===== config.mk =====
export PLATFORM = sky130hd
export DESIGN_NAME = base64_stream_decoder
export DESIGN_NICKNAME = d
export VERILOG_FILES = /design/src/hdl/b64sd_pkg.sv /design/src/hdl/base64_stream_decoder.sv
export SDC_FILE = /design/constraint.sdc
export NUM_CORES = 1
export LEC_CHECK = 0
export BUFFER_PORTS_ARGS = -buffer_cell sky130_fd_sc_hd__buf_2
export CELL_PAD_IN_SITES_DETAIL_PLACEMENT = 0
export CELL_PAD_IN_SITES_GLOBAL_PLACEMENT = 1
export CORE_MARGIN = 2
export CORE_UTILIZATION = 48
export CTS_BUF_LIST = sky130_fd_sc_hd__clkbuf_16
export CTS_CLUSTER_SIZE = 16
export DETAILED_ROUTE_END_ITERATION = 8
export PLACE_DENSITY_LB_ADDON = 0.1
export SLEW_MARGIN = 5
export SYNTH_ARGS = -nofsm -noshare
export SYNTH_HDL_FRONTEND = slang
export SYNTH_SLANG_ARGS = --single-unit

===== constraint.sdc =====
create_clock -name clk_i -period 4.7 [get_ports clk_i]
set_input_delay 0.235 -clock clk_i [delete_from_list [all_inputs] [get_ports clk_i]]
set_output_delay 0.235 -clock clk_i [all_outputs]
set_load 0.005 [all_outputs]

===== src/hdl/b64sd_pkg.sv =====
`timescale 1ns / 1ps
// b64sd_pkg: shared types, character codes and the alphabet lookup
// for the base64 stream decoder; no dependencies

package b64sd_pkg;

  localparam logic [7:0]  CharPad    = 8'h3D;  // '='
  localparam logic [7:0]  CharPlus   = 8'h2B;  // '+'
  localparam logic [7:0]  CharSlash  = 8'h2F;  // '/'
  localparam logic [5:0]  SextetPlus  = 6'd62;
  localparam logic [5:0]  SextetSlash = 6'd63;
  localparam logic [15:0] LimitReset = 16'hFFFF;

  // pending bit counts, always even and below eight
  localparam logic [2:0] Pend0 = 3'd0;
  localparam logic [2:0] Pend2 = 3'd2;
  localparam logic [2:0] Pend4 = 3'd4;
  localparam logic [2:0] Pend6 = 3'd6;

  typedef struct packed {
    logic       hit;
    logic [5:0] value;
  } sextet_t;

  // alphabet lookup: hit is low for anything outside the standard alphabet
  function automatic sextet_t sextet_of(input logic [7:0] ch);
    sextet_t    res;
    logic [7:0] diff;
    res  = '0;
    diff = '0;
    if (ch inside {[8'h41:8'h5A]}) begin
      diff      = ch - 8'h41;
      res.hit   = 1'b1;
      res.value = diff[5:0];
    end else if (ch inside {[8'h61:8'h7A]}) begin
      diff      = ch - 8'h61 + 8'd26;
      res.hit   = 1'b1;
      res.value = diff[5:0];
    end else if (ch inside {[8'h30:8'h39]}) begin
      diff      = ch - 8'h30 + 8'd52;
      res.hit   = 1'b1;
      res.value = diff[5:0];
    end else if (ch == CharPlus) begin
      res.hit   = 1'b1;
      res.value = SextetPlus;
    end else if (ch == CharSlash) begin
      res.hit   = 1'b1;
      res.value = SextetSlash;
    end
    return res;
  endfunction

endpackage


===== src/hdl/base64_stream_decoder.sv =====
`timescale 1ns / 1ps
// base64_stream_decoder: lenient base64 decoder, one character per beat
// depends on b64sd_pkg for the alphabet lookup and character codes
//
// usage
//   slave side: one ascii character per beat in s_axis_tdata_i; a beat with
//   s_axis_tlast_i high is the end-of-text marker and its data is ignored
//   master side: exactly one result beat per input beat, in order
//     tdata = {byte_count[15:0], decoded_byte[7:0]}
//     tuser = {overflow, byte_valid}, tlast = done
//   characters outside the alphabet are skipped (result with byte_valid low);
//   the first '=' stops decoding until the end beat; once the byte count
//   would pass output_limit the overflow flag rises and stays until the end
//   beat, which reports the final count and clears all decode state
// latency and throughput
//   a result appears in the cycle after its beat is accepted; one beat per
//   cycle is sustained while tready is high, set by the single result register
// stall
//   when the receiver holds tready low the result register keeps its beat and
//   the slave side stalls with it; s_axis_tready_o is high whenever
//   the result register is empty or being drained in the same cycle
// reset
//   rst_ni clears decode state and the result valid, output_limit
//   returns to 65535; cfg_we_i takes effect at once, so write it while idle

module base64_stream_decoder
  import b64sd_pkg::*;
(
  input  logic        clk_i,
  input  logic        rst_ni,
  // configuration: output_limit
  input  logic        cfg_we_i,
  input  logic [15:0] cfg_wdata_i,
  // input stream
  input  logic        s_axis_tvalid_i,
  output logic        s_axis_tready_o,
  input  logic [7:0]  s_axis_tdata_i,   // [7:0] char_code
  input  logic        s_axis_tlast_i,   // end_of_text
  // result stream
  output logic        m_axis_tvalid_o,
  input  logic        m_axis_tready_i,
  output logic [23:0] m_axis_tdata_o,   // [7:0] decoded_byte, [23:8] byte_count
  output logic [1:0]  m_axis_tuser_o,   // [0] byte_valid, [1] overflow
  output logic        m_axis_tlast_o    // done_res
);

  // configuration register
  logic [15:0] limit_q;

  // decode state
  logic [11:0] acc_q, acc_d;
  logic [2:0]  pend_q, pend_d;
  logic [15:0] count_q, count_d;
  logic        pad_q, pad_d;
  logic        fail_q, fail_d;

  // result register
  logic        out_valid_q;
  logic [23:0] out_data_q, out_data_d;
  logic [1:0]  out_user_q, out_user_d;
  logic        out_last_q;

  logic    in_fire;
  sextet_t sx;
  logic [7:0] byte_val;
  logic       byte_due;

  // take a beat whenever the result register is free or drains now
  assign s_axis_tready_o = !out_valid_q || m_axis_tready_i;
  assign in_fire         = s_axis_tvalid_i && s_axis_tready_o;

  assign sx = sextet_of(s_axis_tdata_i);

  always_comb begin
    acc_d      = acc_q;
    pend_d     = pend_q;
    count_d    = count_q;
    pad_d      = pad_q;
    fail_d     = fail_q;
    byte_val   = '0;
    byte_due   = 1'b0;
    out_data_d = '0;
    out_user_d = '0;

    if (s_axis_tlast_i) begin
      // end beat: report and clear
      out_data_d = {count_q, 8'h00};
      out_user_d = {fail_q, 1'b0};
      acc_d      = '0;
      pend_d     = Pend0;
      count_d    = '0;
      pad_d      = 1'b0;
      fail_d     = 1'b0;
    end else begin
      if (!pad_q && !fail_q) begin
        if (s_axis_tdata_i == CharPad) begin
          pad_d = 1'b1;
        end else if (sx.hit) begin
          acc_d = {acc_q[5:0], sx.value};
          // six more bits make a byte whenever any were pending
          case (pend_q)
            Pend0: begin
              pend_d = Pend6;
            end
            Pend2: begin
              pend_d   = Pend0;
              byte_due = 1'b1;
              byte_val = acc_d[7:0];
            end
            Pend4: begin
              pend_d   = Pend2;
              byte_due = 1'b1;
              byte_val = acc_d[9:2];
            end
            Pend6: begin
              pend_d   = Pend4;
              byte_due = 1'b1;
              byte_val = acc_d[11:4];
            end
            default: begin
              pend_d = Pend0;
            end
          endcase
          if (byte_due) begin
            if (count_q >= limit_q) begin
              fail_d   = 1'b1;
              byte_due = 1'b0;
              byte_val = '0;
            end else begin
              count_d = count_q + 16'd1;
            end
          end
        end
      end
      out_data_d = {count_d, byte_val};
      out_user_d = {fail_d, byte_due};
    end
  end

  always_ff @(posedge clk_i or negedge rst_ni) begin
    if (!rst_ni) begin
      limit_q <= LimitReset;
    end else if (cfg_we_i) begin
      limit_q <= cfg_wdata_i;
    end
  end

  always_ff @(posedge clk_i or negedge rst_ni) begin
    if (!rst_ni) begin
      acc_q   <= '0;
      pend_q  <= Pend0;
      count_q <= '0;
      pad_q   <= 1'b0;
      fail_q  <= 1'b0;
    end else if (in_fire) begin
      acc_q   <= acc_d;
      pend_q  <= pend_d;
      count_q <= count_d;
      pad_q   <= pad_d;
      fail_q  <= fail_d;
    end
  end

  always_ff @(posedge clk_i or negedge rst_ni) begin
    if (!rst_ni) begin
      out_valid_q <= 1'b0;
      out_last_q  <= 1'b0;
    end else if (in_fire) begin
      out_valid_q <= 1'b1;
      out_last_q  <= s_axis_tlast_i;
    end else if (m_axis_tready_i) begin
      out_valid_q <= 1'b0;
    end
  end

  // payload needs no reset
  always_ff @(posedge clk_i) begin
    if (in_fire) begin
      out_data_q <= out_data_d;
      out_user_q <= out_user_d;
    end
  end

  assign m_axis_tvalid_o = out_valid_q;
  assign m_axis_tdata_o  = out_data_q;
  assign m_axis_tuser_o  = out_user_q;
  assign m_axis_tlast_o  = out_last_q;

endmodule


==> metrics.md, run 1 <==
| Metric | Value |
|---|---|
| Status | complete, no violations |
| EDFF count, synth | 26 |
| Core Area | 8810 um2 |
| Inst Count DP | 600 |
| Worst-path clk slew | 0.06 ns |
| Routability cong. | 0.916 |
| First-pass GRT wire length | 17700 um |
| Count of different cell masters after synthesis | 63 |
| VDD IR max | 257 uV |
| Initial DRT Pass Iterations | 7 |
| R2R Setup Slk | 1.60 ns |
| CP Data Arrival Time | 3.24 ns |
| Leak | 2.10 nW |
| Final WL | 10900 um |
| Critical R2R Capture | m_axis_tdata_o[9] |
| Synthesized cell area | 4400 um2 |
| Die Width | 99.7 um |
| # hold bufs at CTS | 0 |
| Period utilisation layout | 67.3% |
| Die height | 99.7 um |
| Vias post-DR | 3736 |
| Post-DRT Antenna Nets | 0 |
| Clk Latency, worst-skew pair | 0.33 ns |
| Setup bufs post-CTS | 0 |
| Post-route minimum period | 3.16 ns |
| Hold Crit Class | input pin to async pin |
| # clock sinks | 70 |
| Final non-filler cell area | 5030 um2 |
| Vias in the first global route | 3652 |
| Root buf cell | clkbuf_16 |
| Max Cap Viol | 0 |
| Initial Utilization | 50.0% |
| Max Transition Viols Final | 0 |
| Sequential share of the synthesized area | 43.2% |
| NumNets Final | 563 |
| Routed length per instance | 17.7 um |
| Total CTS buffers | 9 |
| Worst slew pin tran | 1.04 ns |
| Synth area leaders | edfxtp_1 (18%), dfrtp_1 (16%), dfstp_2 (9.6%) |
| RSZ-0062 raised after global routing | false |
| Post-synth top flop | dfrtp_1 |
| Most common cell in the netlist | nand2_1 |
| Finished Layout Cells | 616 |
| Top cells by count, synth | nand2_1 (51), ha_1 (30), inv_1 (30), dfrtp_1 (28) |
| Ant. Diodes | 0 |
| Final setup fails | 0 |
| Htree depth | 3 |
| Slew Limit Headroom | 30.5% |
| Synthesized instance count | 459 |
| Crit start category | input pin |
| GRT Resource Usage Total | 22.6% |
| Hold Fails Final Rpt | 0 |
| Initial antenna violation count | 0 |
| Worst setup EP type | flip-flop |
| Placed wire-length estimate | 7420 um |
| Cell Rows | 34 |
| Setup_tns | 0 ns |
| CTS max path bufs | 2 |
| Fin Clk Skew | 0.00764 ns |
| Area delta synth->final | 14.4% |
| Via density | 6.06 |
| Syn_nets | 519 |
| Largest net degree at the start of global routing | 45 |
| Worst Setup Path Type | input pin to flip-flop |
| Residual DRC | 0 |
| Hold_ws | 0.102 ns |
| Power Dens Cells | 385 nW/um2 |
| Synth Register Bits | 70 |
| Setup WS post-layout | 1.54 ns |
| CP Max Fanout | 13 |
| Port buffer count | 58 |
| Avg Inst Size Synth | 9.58 um2 |
| Top cell type by total area after synthesis | edfxtp_1 |
| Die area | 9950 um2 |
| WP data required | 4.77 ns |
| Critical R2R Launch | count_q[0] |
| Synth warn | 0 |
| Reg2Reg Depth | 10 |
| Async set-reset flop share out of synthesis | 62.9% |
| Total congestion overflow | 0 |
| Initial drt markers | 308 |
| Yosys top cell area share | 17.7% |
| CTS tree | built |
| Io pins | 59 |
| Area post-placement | 4740 um2 |
| Max Freq | 0.316 GHz |
| Layout cells sized above 1 | 20.9% |
| Post-cts resize count | 0 |
| Pre-CTS setup slack | 1.24 ns |
## through the flow
| stage | utilization [%] | total power, W |
|---|---|---|
| final | 57.2 | 0.00194 |
| after global routing | 57.2 | 0.00204 |
| after CTS | 57.2 | 0.00195 |
| after detailed placement | 53.8 | 0.00127 |
| after global placement | 53.8 | 0.00125 |
| after floorplan | - | 0.00111 |
## report_power, final
part / total (W) / internal (W) / switching (W)
Combinational: 0.000441 / 0.000170 / 0.000271
Sequential: 0.000821 / 0.000727 / 0.0000943
Clock: 0.000674 / 0.000411 / 0.000262
## how the worst max path moves through the flow
stage | end | depth (start not counted) | from
floorplan | m_axis_tdata_o[9] | 9 | s_axis_tdata_i[2]
global placement | m_axis_tdata_o[9] | 11 | s_axis_tdata_i[0]
detailed placement | m_axis_tdata_o[9] | 11 | s_axis_tdata_i[0]
CTS | m_axis_tdata_o[9] | 11 | s_axis_tdata_i[0]
global route | m_axis_tdata_o[9] | 10 | count_q[0]
finish | m_axis_tdata_o[9] | 11 | s_axis_tdata_i[0]
## critical path, cell delays in order
cell	delay (ns)
buf_2	0.12
inv_1	0.10
ha_1	0.29
nor2b_1	0.16
o2bb2ai_1	0.60
nand2_1	0.35
a311oi_2	0.31
buf_4	0.23
nand3_1	0.30
inv_2	0.21
mux2_1	0.34
## flip-flops by register name, summed over array words and instances (netlist names)
signal           cells
acc_q                6
count_q             16
fail_q               1
limit_q             16
m_axis_tdata_o      24
m_axis_tlast_o       1
m_axis_tuser_o       2
m_axis_tvalid_o      1
pad_q                1
pend_q               2
## metal layers
layer  up-vias  routed length, um  GRT usage (%)  part of all wire (%)
li1       1808                  -              -                     -
met4         0                305           10.4                   2.8
met2       131               5400           38.5                    50
met5         -                  0              0                     0
met1      1770               4670           28.0                    43
met3        27                505           4.15                   4.6
## cell usage in the layout (no fill, tap or decap), types with 5 or more instances in the layout
master / instances
and3_1: 5
nor2_1: 16
nand2_1: 51
or3_1: 8
edfxtp_1: 26
dfrtp_1: 28
dfstp_2: 16
xnor2_1: 7
o311ai_1: 14
nand4_1: 16
inv_1: 30
clkbuf_16: 9
buf_4: 5
o211ai_1: 10
xor2_1: 10
a222oi_1: 5
and2_1: 5
nor4_1: 10
a31oi_1: 8
ha_1: 30
o21ai_0: 21
nand3_1: 26
or4_1: 6
nand2b_1: 6
nor3_1: 10
a21oi_1: 11
buf_2: 58
## logic make-up (layout without fill, tap and decap cells)
kind of cell               Yosys count  after routing  share of synthesized area (%)
muxes                                2              2                          0.512
adders and majority gates           30             30                           8.53
xor gates and xnor gates            17             17                           3.38
AOI/OAI and AO/OA                  108            108                           18.6
DFF                                 70             70                           43.2
and+or+nand+nor                    169            169                           20.1
buffers and inverters               63            112                           5.66
## cell type report
type | instances | area [um2]
flip-flops and latches | 70 | 1900
fillers | 794 | 3770
well taps | 108 | 135
inverters | 33 | 124
repair buffers | 63 | 328
clock inverters | 7 | 72.6
multi-input cells | 326 | 2250
clock buffers | 9 | 225
No activity file was read; power rests on OpenSTA's default activity.
==> run 2: changes to the inputs <==
--- a/config.mk
+++ b/config.mk
@@ -9,7 +9,7 @@
 export CELL_PAD_IN_SITES_DETAIL_PLACEMENT = 0
 export CELL_PAD_IN_SITES_GLOBAL_PLACEMENT = 1
 export CORE_MARGIN = 2
-export CORE_UTILIZATION = 48
+export CORE_UTILIZATION = 45
 export CTS_BUF_LIST = sky130_fd_sc_hd__clkbuf_16
 export CTS_CLUSTER_SIZE = 16
 export DETAILED_ROUTE_END_ITERATION = 8
==> constraint.sdc (replaced) <==
create_clock -name clk_i -period 3 [get_ports clk_i]
set_input_delay 0.15 -clock clk_i [delete_from_list [all_inputs] [get_ports clk_i]]
set_output_delay 0.15 -clock clk_i [all_outputs]
set_load 0.005 [all_outputs]
==> metrics.md, run 2 (synthesis results as in run 1) <==
| Metric | Value |
|---|---|
| Status | finished with violations |
| Failing checks | negative hold slack |
| Slowest stage cell, crit path | dfrtp_1 |
| Final WL | 11200 um (+2.9%) |
| Final setup fails | 0 (unchanged) |
| VDD IR max | 272 uV (+6.0%) |
| Clk Latency, worst-skew pair | 0.33 ns (about the same) |
| Hold_ws | -0.00158 ns (-0.104 ns) |
| Initial Utilization | 45.6% (-4.3 points) |
| Area delta synth->final | 17.4% |
| Max reg flops | 24 (unchanged) |
| Reg2Reg Depth | 9 (-1) |
| Initial antenna violation count | 0 (unchanged) |
| # clock sinks | 70 (unchanged) |
| CTS max path bufs | 2 (unchanged) |
| Placed wire-length estimate | 7850 um (+5.9%) |
| Layout cells sized above 1 | 23.3% (+2.4 points) |
| Max Freq | 0.365 GHz |
| # hold bufs at CTS | 0 (unchanged) |
| First-pass GRT wire length | 18200 um (+2.5%) |
| Slew Limit Headroom | 33.2% (+2.7 points) |
| Largest net degree at the start of global routing | 42 (-6.7%) |
| Vias post-DR | 3746 (+0.27%) |
| Io pins | 59 (unchanged) |
| Root buf cell | clkbuf_16 |
| Fillers | 911 (+15%) |
| Max Transition Viols Final | 0 (unchanged) |
| Cell Rows | 36 (+5.9%) |
| Hold Fails Final Rpt | 1 (+1) |
| Setup_tns | 0 ns (unchanged) |
| Routed length per instance | 17.0 um (-3.6%) |
| Initial DRT Pass Iterations | 5 (-2) |
| Total congestion overflow | 0 (unchanged) |
| Initial drt markers | 246 (-20%) |
| Crit start category | flip-flop |
| Pre-CTS setup slack | 0.0915 ns (-1.15 ns) |
| Worst setup EP type | flip-flop |
| Critical Path Max Stage Delay | 0.46 ns (-0.14 ns) |
| Routability cong. | 0.851 (-7.1%) |
| Ant. Diodes | 0 (unchanged) |
| Commonest non-fill, non-tap cells in the layout | buf_2 (58), nand2_1 (51), inv_1 (32) |
| Most common cell after layout, fill and taps aside | buf_2 |
| GRT Resource Usage Total | 22.2% (-0.47 points) |
| Residual DRC | 0 (unchanged) |
| Post-DRT Antenna Nets | 0 (unchanged) |
| Htree depth | 3 (unchanged) |
| Port buffer count | 58 (unchanged) |
| Period utilisation layout | 91.4% |
| Hold Crit Class | input pin to async pin |
| Power Dens Cells | 579 nW/um2 (+51%) |
| Post-cts resize count | 0 (unchanged) |
| Worst Setup Path Type | flip-flop to flip-flop |
| Worst-path clk slew | 0.06 ns (about the same) |
| Register Area | 1900 um2 (unchanged) |
| Post-route minimum period | 2.74 ns |
| RSZ-0062 raised after global routing | false |
| CP Data Arrival Time | 2.95 ns (-0.29 ns) |
| Area occupied by multi-input gates | 2260 um2 (+0.50%) |
| Max Cap Viol | 0 (unchanged) |
| Die Width | 103 um (+3.1%) |
| NumNets Final | 579 (+2.8%) |
| Die area | 10600 um2 (+6.4%) |
| CTS tree | built |
| Core Area | 9640 um2 (+9.5%) |
| WP data required | 3.21 ns (-1.56 ns) |
| Setup WS post-layout | 0.258 ns (-1.28 ns) |
| Worst slew pin tran | 1.00 ns (-0.0402 ns) |
| Via density | 5.70 (-6.0%) |
| Fin Clk Skew | 0.00581 ns (-0.00182 ns) |
| Leak | 2.18 nW (+3.9%) |
| Vias in the first global route | 3600 (-1.4%) |
| Setup bufs post-CTS | 0 (unchanged) |
| CP Max Fanout | 10 (-3) |
| Critical-path cell list | inv_1 -> ha_1 -> nand2b_1 -> a2111oi_1 -> o31ai_1 -> a21boi_2 -> buf_4 -> nand3_1 -> a311o_1 |
| Total CTS buffers | 9 (unchanged) |
| Die height | 103 um (+3.1%) |
-- run 2: cell count changes in the layout (fill, tap and decap cells not counted) --
cell,previous run,this run
a2111oi_0,1,0
a2111oi_1,0,1
a21bo_2,1,0
a21bo_4,0,1
a21boi_0,1,0
a21boi_2,0,1
buf_4,5,21
bufinv_16,1,0
clkinv_1,2,1
clkinv_4,2,0
clkinvlp_4,1,0
inv_1,30,32
inv_4,0,3
-- run 2: final timing paths --
kind                                   endpoint       startpoint  slack (ns)
worst max-delay path                 count_q[6]       count_q[0]        0.26
worst min register to register   m_axis_tlast_o   m_axis_tlast_o        0.48
worst min-delay path             m_axis_tlast_o           rst_ni      -0.002
max in group asynchronous           limit_q[10]           rst_ni        2.27
worst max register to register       count_q[6]       count_q[0]        0.26
min in group clk_i              m_axis_tvalid_o  s_axis_tvalid_i        0.03
-- run 2: final cells by class --
cell class	count	share of cell area [%]
inverters	33	2.40
clock inverters	7	0.775
repair buffers	79	8.67
flip-flops and latches	70	36.8
multi-input cells	326	43.8
clock buffers	9	4.36
well taps	133	3.22
-- run 2: report_power, final --
group	internal, W	switching [W]	total (W)	leakage [nW]
registers	0.00114	0.000129	0.00127	0.794
clock network	0.000556	0.000406	0.000962	0.143
logic	0.000305	0.000458	0.000763	1.24
total	0.00200	0.000993	0.00299	2.18
-- run 2: through the flow --
| stage | instances | area (um2) | power [W] | hold slack, ns | utilization [%] |
|---|---|---|---|---|---|
| floorplan | 459 | 4400 | 0.00174 | -0.146 | - |
| global placement | 641 | 4890 | 0.00200 | 0.358 | 50.7 |
| detailed placement | 641 | 4890 | 0.00203 | 0.364 | 50.7 |
| CTS | 657 | 5150 | 0.00301 | 0.0234 | 53.5 |
| global route | 657 | 5160 | 0.00319 | 0.0323 | 53.6 |
| finish | 657 | 5160 | 0.00299 | -0.00158 | 53.6 |
-- run 2: worst max-delay path, delay by kind of cell, from the launching register on --
kind | cells | cell delay [ns]
AND/OR/NAND/NOR | 2 | 0.31
buffers and inverters | 2 | 0.32
AO/OA/AOI/OAI | 4 | 1.26
flip-flops | 1 | 0.46
adder cells (fa/ha/maj) | 1 | 0.28
-- run 2: routing by layer --
layer  vias up  wire length [um]  track usage [%]
met4         0                93             5.36
met3        10               476             4.00
met2       115              5800             38.9
met1      1779              4820             28.6
met5         -                 0                0
li1       1842                 -                -
